File: src/sv/sdtq_pkg.sv
// shared types and constants of the sorted deadline timer queue
// no dependencies
package sdtq_pkg;

  localparam int QUEUE_DEPTH_DEF = 16;
  localparam int SEC_W           = 32;
  localparam int USEC_W          = 20;
  localparam int PEND_W          = 5;

  localparam logic [USEC_W-1:0] USEC_PER_SEC = USEC_W'(1000000);
  localparam logic [USEC_W-1:0] USEC_MAX     = USEC_W'(999999);
  localparam logic [SEC_W-1:0]  SEC_MAX      = {SEC_W{1'b1}};

  typedef enum logic [2:0] {
    ST_REGISTERED = 3'd0,
    ST_FULL       = 3'd1,
    ST_BAD_USEC   = 3'd2,
    ST_EXPIRED    = 3'd3,
    ST_WAITING    = 3'd4,
    ST_EMPTY      = 3'd5
  } status_t;

  typedef enum logic [1:0] {
    RD_TAIL = 2'd0,
    RD_NEXT = 2'd1,
    RD_HEAD = 2'd2
  } rd_sel_t;

  typedef struct packed {
    logic    load;
    logic    calc;
    logic    set_idx;
    logic    rd_en;
    rd_sel_t rd_sel;
    logic    wr_shift;
    logic    wr_new;
    logic    idx_dec;
    logic    cnt_inc;
    logic    pop;
    logic    res_set;
    status_t res_code;
    logic    out_load;
  } dp_cmd_t;

  typedef struct packed {
    logic kind;
    logic full;
    logic bad_usec;
    logic empty;
    logic idx_zero;
    logic idx_one;
    logic new_earlier;
    logic now_before;
  } dp_sts_t;

endpackage

File: src/sv/sorted_deadline_timer_queue.sv
// top level of the sorted deadline timer queue: controller plus datapath
// depends on sdtq_pkg, sdtq_ctrl, sdtq_dp
//
//   channel | handshake           | word
//   in_     | in_valid / in_stall | kind, now_sec, now_usec, delay_sec, delay_usec
//   out_    | out_valid/out_stall | status, deadline_sec/usec, wait_sec/usec, pending
//
// one word at a time; a poll goes through decode, the head read and the result register
// to the output register, an empty poll or a rejected register straight from decode
// a register walks from the tail, shifting the later deadlines (up to depth - 1 of them),
// one per cycle through the single write port of the deadline memory
// synchronous active-low reset empties the queue; memory contents are not cleared
// a held output word lets the next input word in; it waits only at the final handoff
module sorted_deadline_timer_queue import sdtq_pkg::*; #(
  parameter int QUEUE_DEPTH = QUEUE_DEPTH_DEF
) (
  input  logic              clk,
  input  logic              rst_n,
  input  logic              in_valid,
  output logic              in_stall,
  input  logic              in_kind,
  input  logic [SEC_W-1:0]  in_now_sec,
  input  logic [USEC_W-1:0] in_now_usec,
  input  logic [SEC_W-1:0]  in_delay_sec,
  input  logic [USEC_W-1:0] in_delay_usec,
  output logic              out_valid,
  input  logic              out_stall,
  output logic [2:0]        out_status,
  output logic [SEC_W-1:0]  out_deadline_sec,
  output logic [USEC_W-1:0] out_deadline_usec,
  output logic [SEC_W-1:0]  out_wait_sec,
  output logic [USEC_W-1:0] out_wait_usec,
  output logic [PEND_W-1:0] out_pending
);

  dp_cmd_t cmd;
  dp_sts_t sts;

  sdtq_ctrl u_ctrl (
    .clk       (clk),
    .rst_n     (rst_n),
    .in_valid  (in_valid),
    .in_stall  (in_stall),
    .out_valid (out_valid),
    .out_stall (out_stall),
    .cmd       (cmd),
    .sts       (sts)
  );

  sdtq_dp #(
    .QUEUE_DEPTH (QUEUE_DEPTH)
  ) u_dp (
    .clk               (clk),
    .rst_n             (rst_n),
    .cmd               (cmd),
    .sts               (sts),
    .in_kind           (in_kind),
    .in_now_sec        (in_now_sec),
    .in_now_usec       (in_now_usec),
    .in_delay_sec      (in_delay_sec),
    .in_delay_usec     (in_delay_usec),
    .out_status        (out_status),
    .out_deadline_sec  (out_deadline_sec),
    .out_deadline_usec (out_deadline_usec),
    .out_wait_sec      (out_wait_sec),
    .out_wait_usec     (out_wait_usec),
    .out_pending       (out_pending)
  );

endmodule

File: src/sv/sdtq_dp.sv
// datapath: deadline memory (circular, sorted), deadline and wait arithmetic,
// result and output word registers; depends on sdtq_pkg
module sdtq_dp import sdtq_pkg::*; #(
  parameter int QUEUE_DEPTH = QUEUE_DEPTH_DEF
) (
  input  logic              clk,
  input  logic              rst_n,
  input  dp_cmd_t           cmd,
  output dp_sts_t           sts,
  input  logic              in_kind,
  input  logic [SEC_W-1:0]  in_now_sec,
  input  logic [USEC_W-1:0] in_now_usec,
  input  logic [SEC_W-1:0]  in_delay_sec,
  input  logic [USEC_W-1:0] in_delay_usec,
  output logic [2:0]        out_status,
  output logic [SEC_W-1:0]  out_deadline_sec,
  output logic [USEC_W-1:0] out_deadline_usec,
  output logic [SEC_W-1:0]  out_wait_sec,
  output logic [USEC_W-1:0] out_wait_usec,
  output logic [PEND_W-1:0] out_pending
);

  localparam int IW = (QUEUE_DEPTH > 1) ? $clog2(QUEUE_DEPTH) : 1;
  localparam int CW = $clog2(QUEUE_DEPTH + 1);
  localparam int SW = CW + 1;
  localparam int DW = SEC_W + USEC_W;

  logic [DW-1:0]     mem [QUEUE_DEPTH];

  logic              kind_r;
  logic [SEC_W-1:0]  now_sec_r;
  logic [USEC_W-1:0] now_usec_r;
  logic [SEC_W-1:0]  delay_sec_r;
  logic [USEC_W-1:0] delay_usec_r;
  logic [DW-1:0]     new_r;
  logic [DW-1:0]     rd_r;
  logic [CW-1:0]     count_r;
  logic [CW-1:0]     idx_r;
  logic [IW-1:0]     head_r;

  status_t           res_status_r;
  logic [DW-1:0]     res_dl_r;
  logic [SEC_W-1:0]  res_wsec_r;
  logic [USEC_W-1:0] res_wusec_r;

  logic [USEC_W-1:0] now_usec_clamp;
  logic [USEC_W:0]   usum;
  logic              ucarry;
  logic [USEC_W-1:0] usec_new;
  logic [SEC_W:0]    ssum;
  logic [DW-1:0]     new_dl;

  logic [CW-1:0]     rd_log;
  logic [IW-1:0]     rd_addr;
  logic [IW-1:0]     wr_addr;
  logic [IW-1:0]     head_inc;

  logic [SEC_W-1:0]  hd_sec;
  logic [USEC_W-1:0] hd_usec;
  logic              ubor;
  logic [SEC_W-1:0]  wsec;
  logic [USEC_W-1:0] wusec;

  function automatic logic [IW-1:0] phys(input logic [IW-1:0] hd, input logic [CW-1:0] l);
    logic [SW-1:0] s;
    s = SW'(hd) + SW'(l);
    if (s >= SW'(QUEUE_DEPTH)) begin
      s = s - SW'(QUEUE_DEPTH);
    end
    return IW'(s);
  endfunction

  assign now_usec_clamp = (in_now_usec >= USEC_PER_SEC) ? USEC_MAX : in_now_usec;

  // deadline = now + delay with usec carry and seconds saturation
  assign usum     = (USEC_W+1)'(now_usec_r) + (USEC_W+1)'(delay_usec_r);
  assign ucarry   = (usum >= (USEC_W+1)'(USEC_PER_SEC));
  assign usec_new = ucarry ? USEC_W'(usum - (USEC_W+1)'(USEC_PER_SEC)) : USEC_W'(usum);
  assign ssum     = (SEC_W+1)'(now_sec_r) + (SEC_W+1)'(delay_sec_r) + (SEC_W+1)'(ucarry);
  assign new_dl   = ssum[SEC_W] ? {SEC_MAX, USEC_MAX} : {ssum[SEC_W-1:0], usec_new};

  always_comb begin
    case (cmd.rd_sel)
      RD_TAIL: rd_log = idx_r - CW'(1);
      RD_NEXT: rd_log = idx_r - CW'(2);
      RD_HEAD: rd_log = '0;
      default: rd_log = '0;
    endcase
  end

  assign rd_addr  = phys(head_r, rd_log);
  assign wr_addr  = phys(head_r, idx_r);
  assign head_inc = phys(head_r, CW'(1));

  // time left until head deadline
  assign hd_sec  = rd_r[DW-1:USEC_W];
  assign hd_usec = rd_r[USEC_W-1:0];
  assign ubor    = (hd_usec < now_usec_r);
  assign wsec    = hd_sec - now_sec_r - SEC_W'(ubor);
  assign wusec   = ubor ? USEC_W'((USEC_W+1)'(hd_usec) + (USEC_W+1)'(USEC_PER_SEC)
                                  - (USEC_W+1)'(now_usec_r))
                        : (hd_usec - now_usec_r);

  assign sts.kind        = kind_r;
  assign sts.full        = (count_r == CW'(QUEUE_DEPTH));
  assign sts.bad_usec    = (delay_usec_r >= USEC_PER_SEC);
  assign sts.empty       = (count_r == '0);
  assign sts.idx_zero    = (idx_r == '0);
  assign sts.idx_one     = (idx_r == CW'(1));
  assign sts.new_earlier = (new_r < rd_r);
  assign sts.now_before  = ({now_sec_r, now_usec_r} < rd_r);

  always_ff @(posedge clk) begin
    if (cmd.rd_en) begin
      rd_r <= mem[rd_addr];
    end
    if (cmd.wr_shift) begin
      mem[wr_addr] <= rd_r;
    end else if (cmd.wr_new) begin
      mem[wr_addr] <= new_r;
    end
  end

  always_ff @(posedge clk) begin
    if (!rst_n) begin
      count_r <= '0;
      head_r  <= '0;
    end else begin
      if (cmd.cnt_inc) begin
        count_r <= count_r + CW'(1);
      end else if (cmd.pop) begin
        count_r <= count_r - CW'(1);
        head_r  <= head_inc;
      end
    end
  end

  always_ff @(posedge clk) begin
    if (cmd.load) begin
      kind_r       <= in_kind;
      now_sec_r    <= in_now_sec;
      now_usec_r   <= now_usec_clamp;
      delay_sec_r  <= in_delay_sec;
      delay_usec_r <= in_delay_usec;
    end
    if (cmd.calc) begin
      new_r <= new_dl;
    end
    if (cmd.set_idx) begin
      idx_r <= count_r;
    end else if (cmd.idx_dec) begin
      idx_r <= idx_r - CW'(1);
    end
    if (cmd.res_set) begin
      res_status_r <= cmd.res_code;
      case (cmd.res_code)
        ST_REGISTERED: begin
          res_dl_r    <= new_r;
          res_wsec_r  <= '0;
          res_wusec_r <= '0;
        end
        ST_EXPIRED: begin
          res_dl_r    <= rd_r;
          res_wsec_r  <= '0;
          res_wusec_r <= '0;
        end
        ST_WAITING: begin
          res_dl_r    <= rd_r;
          res_wsec_r  <= wsec;
          res_wusec_r <= wusec;
        end
        default: begin
          res_dl_r    <= '0;
          res_wsec_r  <= '0;
          res_wusec_r <= '0;
        end
      endcase
    end
    if (cmd.out_load) begin
      out_status        <= res_status_r;
      out_deadline_sec  <= res_dl_r[DW-1:USEC_W];
      out_deadline_usec <= res_dl_r[USEC_W-1:0];
      out_wait_sec      <= res_wsec_r;
      out_wait_usec     <= res_wusec_r;
      out_pending       <= PEND_W'(count_r);
    end
  end

endmodule

File: src/sv/sdtq_ctrl.sv
// controller: sequences decode, sorted insert walk, poll and result handoff
// depends on sdtq_pkg
module sdtq_ctrl import sdtq_pkg::*; (
  input  logic    clk,
  input  logic    rst_n,
  input  logic    in_valid,
  output logic    in_stall,
  output logic    out_valid,
  input  logic    out_stall,
  output dp_cmd_t cmd,
  input  dp_sts_t sts
);

  typedef enum logic [2:0] {
    S_IDLE,
    S_DECODE,
    S_INS_RD,
    S_CMP,
    S_PLACE,
    S_POLL,
    S_RESULT
  } state_t;

  state_t state_r, state_nxt;
  logic   out_valid_r;

  assign in_stall  = (state_r != S_IDLE);
  assign out_valid = out_valid_r;

  always_comb begin
    cmd       = '0;
    state_nxt = state_r;
    case (state_r)
      S_IDLE: begin
        if (in_valid) begin
          cmd.load  = 1'b1;
          state_nxt = S_DECODE;
        end
      end
      S_DECODE: begin
        if (!sts.kind) begin
          if (sts.full) begin
            cmd.res_set  = 1'b1;
            cmd.res_code = ST_FULL;
            state_nxt    = S_RESULT;
          end else if (sts.bad_usec) begin
            cmd.res_set  = 1'b1;
            cmd.res_code = ST_BAD_USEC;
            state_nxt    = S_RESULT;
          end else begin
            cmd.calc    = 1'b1;
            cmd.set_idx = 1'b1;
            state_nxt   = S_INS_RD;
          end
        end else if (sts.empty) begin
          cmd.res_set  = 1'b1;
          cmd.res_code = ST_EMPTY;
          state_nxt    = S_RESULT;
        end else begin
          cmd.rd_en  = 1'b1;
          cmd.rd_sel = RD_HEAD;
          state_nxt  = S_POLL;
        end
      end
      S_INS_RD: begin
        if (sts.idx_zero) begin
          state_nxt = S_PLACE;
        end else begin
          cmd.rd_en  = 1'b1;
          cmd.rd_sel = RD_TAIL;
          state_nxt  = S_CMP;
        end
      end
      S_CMP: begin
        // walk from the tail, shifting later deadlines up by one
        if (sts.new_earlier) begin
          cmd.wr_shift = 1'b1;
          cmd.idx_dec  = 1'b1;
          if (sts.idx_one) begin
            state_nxt = S_PLACE;
          end else begin
            cmd.rd_en  = 1'b1;
            cmd.rd_sel = RD_NEXT;
          end
        end else begin
          cmd.wr_new   = 1'b1;
          cmd.cnt_inc  = 1'b1;
          cmd.res_set  = 1'b1;
          cmd.res_code = ST_REGISTERED;
          state_nxt    = S_RESULT;
        end
      end
      S_PLACE: begin
        cmd.wr_new   = 1'b1;
        cmd.cnt_inc  = 1'b1;
        cmd.res_set  = 1'b1;
        cmd.res_code = ST_REGISTERED;
        state_nxt    = S_RESULT;
      end
      S_POLL: begin
        cmd.res_set = 1'b1;
        if (sts.now_before) begin
          cmd.res_code = ST_WAITING;
        end else begin
          cmd.pop      = 1'b1;
          cmd.res_code = ST_EXPIRED;
        end
        state_nxt = S_RESULT;
      end
      S_RESULT: begin
        if (!out_valid_r || !out_stall) begin
          cmd.out_load = 1'b1;
          state_nxt    = S_IDLE;
        end
      end
      default: begin
        state_nxt = S_IDLE;
      end
    endcase
  end

  always_ff @(posedge clk) begin
    if (!rst_n) begin
      state_r     <= S_IDLE;
      out_valid_r <= 1'b0;
    end else begin
      state_r <= state_nxt;
      if (cmd.out_load) begin
        out_valid_r <= 1'b1;
      end else if (!out_stall) begin
        out_valid_r <= 1'b0;
      end
    end
  end

endmodule
File: config.mk
export PLATFORM = sky130hd
export DESIGN_NAME = sorted_deadline_timer_queue
export DESIGN_NICKNAME = d
export VERILOG_FILES = /design/src/sv/sdtq_pkg.sv /design/src/sv/sorted_deadline_timer_queue.sv /design/src/sv/sdtq_dp.sv /design/src/sv/sdtq_ctrl.sv
export SDC_FILE = /design/constraint.sdc
export NUM_CORES = 2
export LEC_CHECK = 0
export ABC_AREA = 1
export CORE_ASPECT_RATIO = 1.1
export CORE_MARGIN = 2
export CORE_UTILIZATION = 38
export DETAILED_ROUTE_END_ITERATION = 10
export DONT_BUFFER_PORTS = 1
export SLEW_MARGIN = 25
export SYNTH_ARGS = -nofsm -noshare
export SYNTH_HDL_FRONTEND = slang
export SYNTH_SLANG_ARGS = --single-unit
File: constraint.sdc
create_clock -name clk -period 26 [get_ports clk]
set_clock_uncertainty 0.1 [all_clocks]
set_input_delay 3.9 -clock clk [delete_from_list [all_inputs] [get_ports clk]]
set_output_delay 3.9 -clock clk [all_outputs]
set_load 0.005 [all_outputs]
## Word-level counts from Yosys, hierarchy flattened

Memory sizes are Yosys's and may differ from the RTL's. A register that Yosys moved wholly into a read port is not among the register bits.
Cells that the tools add are included.

- Output and inout port bits: 114
- Memories kept: 1
- Bits in registers: 394
- RAM bits: 832

- Order comparisons: 9
- Reduce and logical (&&, ||, !) cells: 15
- Bitwise operators: 2
- $add $sub $neg: 19
- Muxes and demuxes: 57
- Eq/ne operators: 15

Memories:

| name | words | bits a word | read ports | clocked after Yosys merged registers in | write ports | line | RTL |
|---|---|---|---|---|---|---|---|
| u_dp.mem | 16 | 52 | 1 | 1 | 1 | sdtq_dp.sv:28 | `logic [DW-1:0] mem [QUEUE_DEPTH];` |

Operator list:

| cell | number |
|---|---|
| 52-bit < comparator | 2 |
| 52-bit one-hot mux with 2 select lines | 1 |
| 52-bit 2-to-1 mux | 1 |
| 20-bit >= comparator (second input constant) | 2 |
| 20-bit 2-to-1 mux | 2 |
| 20-bit subtractor | 2 |
| 3-bit 2-to-1 mux | 13 |
| 4-bit 2-to-1 mux | 9 |
| 32-bit by 32-bit adder with 33-bit output | 1 |
| 33-bit by 1-bit adder with 33-bit output | 1 |
| 32-bit by 1-bit subtractor with 32-bit output | 1 |
| 32-bit subtractor | 1 |
| 20-bit by 20-bit adder with 21-bit output | 1 |
| 21-bit by 20-bit >= comparator with 1-bit output (second input constant) | 1 |
| 20-bit adder (second input constant) | 1 |
| 20-bit < comparator | 1 |
| 5-bit 2-to-1 mux | 4 |
| 20-bit subtractor (second input constant) | 1 |
| 3-bit one-hot mux with 6 select lines | 1 |
| 1-bit 2-to-1 mux | 17 |
| 4-bit one-hot mux with 4 select lines | 1 |
| 4-bit by 5-bit adder with 6-bit output | 2 |
| 3-bit == test (second input constant) | 4 |
| 6-bit by 5-bit >= comparator with 1-bit output (second input constant) | 2 |
| 30 further kinds | 45 |

## Logic depth before layout (Yosys ltp)

- Word-level depth: 9
- Gate-level depth with buffers: 31
- Gate-level depth less buffers: 30

## Modules after synthesis

A second synthesis with hierarchy kept.

- Cells, all modules: 5,062
- Area total of the unflattened synthesis: 59,692.2 µm²

By module, submodules not included:

| module | cells an instance | area each (µm²) | times used |
|---|---|---|---|
| sdtq_dp | 4,985 | 59,284.4 | 1 |
| sdtq_ctrl | 77 | 407.9 | 1 |

## Worst setup path before layout

OpenSTA, ideal clock, no wires.

- Path kind: input port to flip-flop
- Start: in out_stall
- End: reg u_dp.out_deadline_sec[0], enable pin
- Data arrival time: 9,320 ps
- Buffers on the path: 0
- Stages: 1
- Required time: 25,279 ps
- Setup slack: 15,960 ps
- Cell sequence: a21oi_1

- Longest elaborated chain between the ends: 4

RTL lines:

| item | line | RTL |
|---|---|---|
| start: declaration | sorted_deadline_timer_queue.sv:27 | `input logic out_stall,` |
| 1-bit zero test | sdtq_ctrl.sv:111 | `if (!out_valid_r \|\| !out_stall) begin` |
| 1-bit logical OR | sdtq_ctrl.sv:111 |  |
| 1-bit 2-to-1 mux | sdtq_ctrl.sv:111 |  |
| 1-bit 2-to-1 mux | sdtq_ctrl.sv:33 | `case (state_r)` |
| end signal: assignment | sdtq_dp.sv:181 | `out_deadline_sec <= res_dl_r[DW-1:USEC_W];` |
| end: declaration | sdtq_dp.sv:16 | `output logic [SEC_W-1:0] out_deadline_sec,` |

Every way passes these cells.
A chain may end at the register's enable or synchronous reset.

## Final worst setup path

- Start: reg u_dp.rd_r[23], read port of u_dp.mem
- End: reg u_dp.rd_r[29], read port of u_dp.mem (data pin)

- Longest elaborated chain between the ends: 8
- Elaborated cells on any way between the ends: 10
- Those cells by class: add/sub (2); order compare (2); eq/ne (1); mux (4); reduce/logical (1)

RTL lines:

| item | line | RTL |
|---|---|---|
| start: declaration | sdtq_dp.sv:36 | `logic [DW-1:0] rd_r;` |
| 52-bit < comparator * | sdtq_dp.sv:110 | `assign sts.new_earlier = (new_r < rd_r);` |
| 4-bit 2-to-1 mux * | sdtq_ctrl.sv:76 | `if (sts.new_earlier) begin` |
| 3-bit one-hot mux with 3 select lines * | sdtq_ctrl.sv:33 |  |
| 2-bit by 1-bit == test with 1-bit output or 2-bit zero test (tied branches) | sdtq_dp.sv:83 | `case (cmd.rd_sel)` |
| 5-bit one-hot mux with 2 select lines | sdtq_dp.sv:83 |  |
| 4-bit by 5-bit adder with 6-bit output | sdtq_dp.sv:66 | `s = SW'(hd) + SW'(l);` |
| 6-bit by 5-bit >= comparator with 1-bit output or 4-bit by 1-bit subtractor with 4-bit output (tied branches) | sdtq_dp.sv:67, sdtq_dp.sv:68 |  |
| 4-bit 2-to-1 mux | sdtq_dp.sv:67 | `if (s >= SW'(QUEUE_DEPTH)) begin` |

Every way passes the cells marked *; elsewhere a longest branch is shown, timed or not.

==> flow_metrics.py <==
metrics = {
    "power_and_ir_drop": {
        "p_leak_nw": 24.32,
        "ir_worst_vdd_v": 0.0001093,
        "power_density_nw_per_um2": 135.2,
    },
    "synth": {
        "yosysSeqAreaShare": 0.6398,
        "yosys_warnings": 0,
        "synthAdderAreaFrac": 0.06710,
        "synth_area_um2": 59780,
        "syn_inst": 5333,
        "synth.area.mux_share": 0,
        "synth_nets": 5738,
        "ys_seq_elements": 1278,
        "synthArstFlopShare": 0,
        "synthFlopType": "edfxtp_1",
        "synth_edf_count": 1265,
        "syn_area_per_cell_um2": 11.21,
        "synth-xor-area-share": 0.01055,
        "synth_cell_types": 54,
        "yosys.area_share.simple": 0.1299,
        "synth_compound_area_frac": 0.1096,
        "synth_top_family_by_area": "simple AND/OR/NAND/NOR gates",
    },
    "floorplan": {
        "dieWidth_um": 382.2,
        "rows": 152,
        "die_height_um": 420.0,
        "start_util": 0.3828,
        "die_area_um2": 160500,
        "core_um2": 156100,
        "ios": 223,
    },
    "critical_path": {
        "crit_start": "u_dp.rd_r[23]$_DFFE_PP_",
        "crit_top_cell": "nand2_1",
        "r2r_start": "u_dp.rd_r[23]$_DFFE_PP_",
        "cp_cell_sequence": "inv_1, ha_1, a21oi_1, o21ai_0, nand2_1, nand2_1, nand2_1, nand2_1, a21oi_1, nand4_1, o21ai_0, ha_4, fa_4, inv_8, buf_4, buf_4, o21ai_0, o22ai_1, nand2_1, o21ai_0, nand3_1, nand2_1",
        "critPathKind": "reg2reg",
        "reg2reg_setup_slack_ns": 17.94,
        "reg2reg_depth": 22,
        "cp.arrival_ns": 8.55,
        "r2r_end": "u_dp.rd_r[29]$_DFFE_PP_",
        "critPathMaxFanout": 153,
        "crit_required_ns": 26.49,
        "cp-start-kind": "flip-flop",
        "crit_end": "u_dp.rd_r[29]$_DFFE_PP_",
        "worstSetupEndpointType": "flip-flop",
        "cp_slowest_stage_delay_ns": 0.91,
        "crit_slowest_cell": "buf_4",
    },
    "detailed_routing": {
        "drc_errors": 0,
        "routed_via_density": 5.407,
        "antenna_left": 0,
        "first_pass_iters": 6,
        "wl_per_cell_um": 22.77,
        "num_vias": 40580,
        "drt_iter0_drc": 3810,
        "routed_wl_um": 170900,
    },
    "sta": {
        "period_share": 0.3098,
        "grt_setup_unrepaired": "no",
        "fmax_ghz": 0.1241,
        "slew_viol_final": 0,
        "relSlewSlack": 0.3115,
        "finalHoldViolations": 0,
        "worstMarginPinSlew_ns": 1.033,
        "setup_viol": 0,
        "fin_crit_ns": 8.056,
        "fin_setup_tns_ns": 0,
    },
    "placement": {
        "io_buffers": 0,
        "gp_congestion": 0.9301,
        "postPlaceCellArea_um2": 62490,
        "hpwlAfterDp_um": 109600,
    },
    "clock_tree": {
        "cts_resized": 0,
        "cts_buffers": 120,
        "post_cts.repair.setup_buffers": 0,
        "cts_tree": "done",
        "clkLatencyLatePin_ns": 0.76,
        "postCtsHoldBufs": 0,
        "h-tree-depth": 3,
        "cts.sinks": 1278,
        "cts_max_path_buffers": 3,
        "clk_pin_slew_ns": 0.07,
        "cts_root_buf": "clkbuf_16",
    },
    "hold_path": {
        "hp-start": "u_dp.res_dl_r[21]$_DFFE_PP_",
        "worstHoldPathType": "reg2reg",
    },
    "global_routing": {
        "grt_pass1_vias": 38830,
        "overflow": 0,
        "grt_usage": 0.2082,
        "grt_max_degree": 231,
        "grt_pass1_wl_um": 251700,
        "antenna_found_initial": 4,
    },
    "cells_and_area": {
        "syn_to_final_growth_pct": 10.94,
        "layout-drive-gt1-share": 0.06984,
        "final_net_count": 5735,
        "diodes": 0,
        "final_area_um2": 66320,
    },
    "status": {
        "status": "finished, final reports clean",
    },
    "flow_run": {
        "maxCapViolations": 0,
    },
}
-- worst max-delay path: cells and delay by family (launching register included) --
kind | cells | cell delay, ns
fa+ha+maj | 3 | 1.36
simple gates | 8 | 1.27
buf+inv | 4 | 2.62
compound gates | 7 | 1.90
flops | 1 | 0.44
-- area by class of cell --
cell class	count	area, µm²
clock inverter	68	624.3
tap	2079	2601
sequential	1278	38250
inverter	446	1694
multi-input combinational	3387	19200
fill	14570	89820
timing repair buffer	97	784.5
clock buffer	151	3169
-- report_power, final --
part           leakage [nW]  switching [mW]  internal (mW)
clock network          1.83           0.772          0.942
logic                  10.9            2.92           1.24
registers              11.6           0.164           2.93
total                  24.3            3.86           5.11
-- cell families (layout without fill, tap and decap cells) --
logic type | after synthesis | in the layout
and+or+nand+nor | 1890 | 1890
DFF | 1278 | 1278
AOI/OAI and AO/OA | 1129 | 1129
buffers and inverters | 668 | 762
adders and majority gates | 296 | 296
xor gates and xnor gates | 72 | 72
-- stage by stage --
| step | power [mW] | setup slack [ns] | utilization | instances | hold slack [ns] |
|---|---|---|---|---|---|
| 6_report | 8.968 | 17.94 | 0.4247 | 7506 | 0.3085 |
| 5_1_grt | 9.546 | 17.38 | 0.4247 | 7506 | 0.3234 |
| 4_1_cts | 8.969 | 18.00 | 0.4245 | 7505 | 0.3111 |
| 3_5_place_dp | 7.238 | 18.01 | 0.4002 | 7286 | 0.3045 |
| 3_3_place_gp | 7.206 | 18.14 | 0.4000 | 7285 | 0.3011 |
| 2_1_floorplan | 5.831 | 15.96 | - | 5333 | 0.3003 |
-- metal layers --
metal | vias to the layer above | global-route usage | routed length (µm)
li1 | 18880 | - | -
met1 | 20000 | 0.2824 | 72890
met2 | 1434 | 0.3494 | 82090
met3 | 268 | 0.02123 | 10610
met4 | 2 | 0.06973 | 5289
met5 | - | 0 | 13
-- Yosys cell counts (all sizes together) (25+ instances only) --
| cell type | instances | area (µm²) |
|---|---|---|
| a32o | 104 | 1041 |
| fa | 41 | 820.8 |
| nand4 | 25 | 156.4 |
| buf | 61 | 296.5 |
| inv | 444 | 1667 |
| or2 | 29 | 181.4 |
| o21ai | 524 | 2626 |
| nand2 | 1080 | 4081 |
| o22ai | 105 | 656.9 |
| nor3 | 32 | 170.2 |
| clkbuf | 161 | 604.3 |
| edfxtp | 1265 | 37990 |
| a21oi | 313 | 1589 |
| nor2 | 439 | 1685 |
| nand3 | 261 | 1331 |
| ha | 255 | 3191 |
| xor2 | 49 | 429.2 |
-- layout by cell type (no fill, tap or decap), types with 25 or more instances in the layout --
| cell | n |
|---|---|
| nor2_1 | 413 |
| edfxtp_1 | 1265 |
| buf_4 | 92 |
| inv_1 | 432 |
| a32o_1 | 104 |
| nand4_1 | 25 |
| o21ai_0 | 504 |
| or2_2 | 27 |
| nand2_1 | 1065 |
| nand3_1 | 253 |
| clkbuf_16 | 120 |
| a21oi_1 | 306 |
| o22ai_1 | 105 |
| ha_1 | 254 |
| clkbuf_1 | 26 |
| fa_1 | 40 |
| xor2_1 | 49 |
| nor3_1 | 30 |
-- flip-flops by register name (all words and copies together) (netlist names), 32 cells and up --
register	flops
u_dp.delay_sec_r	32
u_dp.mem	832
u_dp.new_r	52
u_dp.now_sec_r	32
u_dp.out_deadline_sec	32
u_dp.out_wait_sec	32
u_dp.rd_r	52
u_dp.res_dl_r	52
u_dp.res_wsec_r	32
-- worst min path at each step --
stage / slack (ns) / end / cells after the start
2_1_floorplan: 0.30 / u_dp.out_deadline_sec[0]$_DFFE_PP_ / 0
3_3_place_gp: 0.30 / u_dp.out_wait_sec[15]$_DFFE_PP_ / 0
3_5_place_dp: 0.30 / u_dp.out_deadline_sec[31]$_DFFE_PP_ / 0
4_1_cts: 0.31 / u_dp.out_deadline_sec[1]$_DFFE_PP_ / 0
5_1_grt: 0.32 / u_dp.out_wait_sec[7]$_DFFE_PP_ / 0
6_report: 0.31 / u_dp.out_deadline_sec[1]$_DFFE_PP_ / 0
Note: power is estimated with default switching activity, not from simulation.
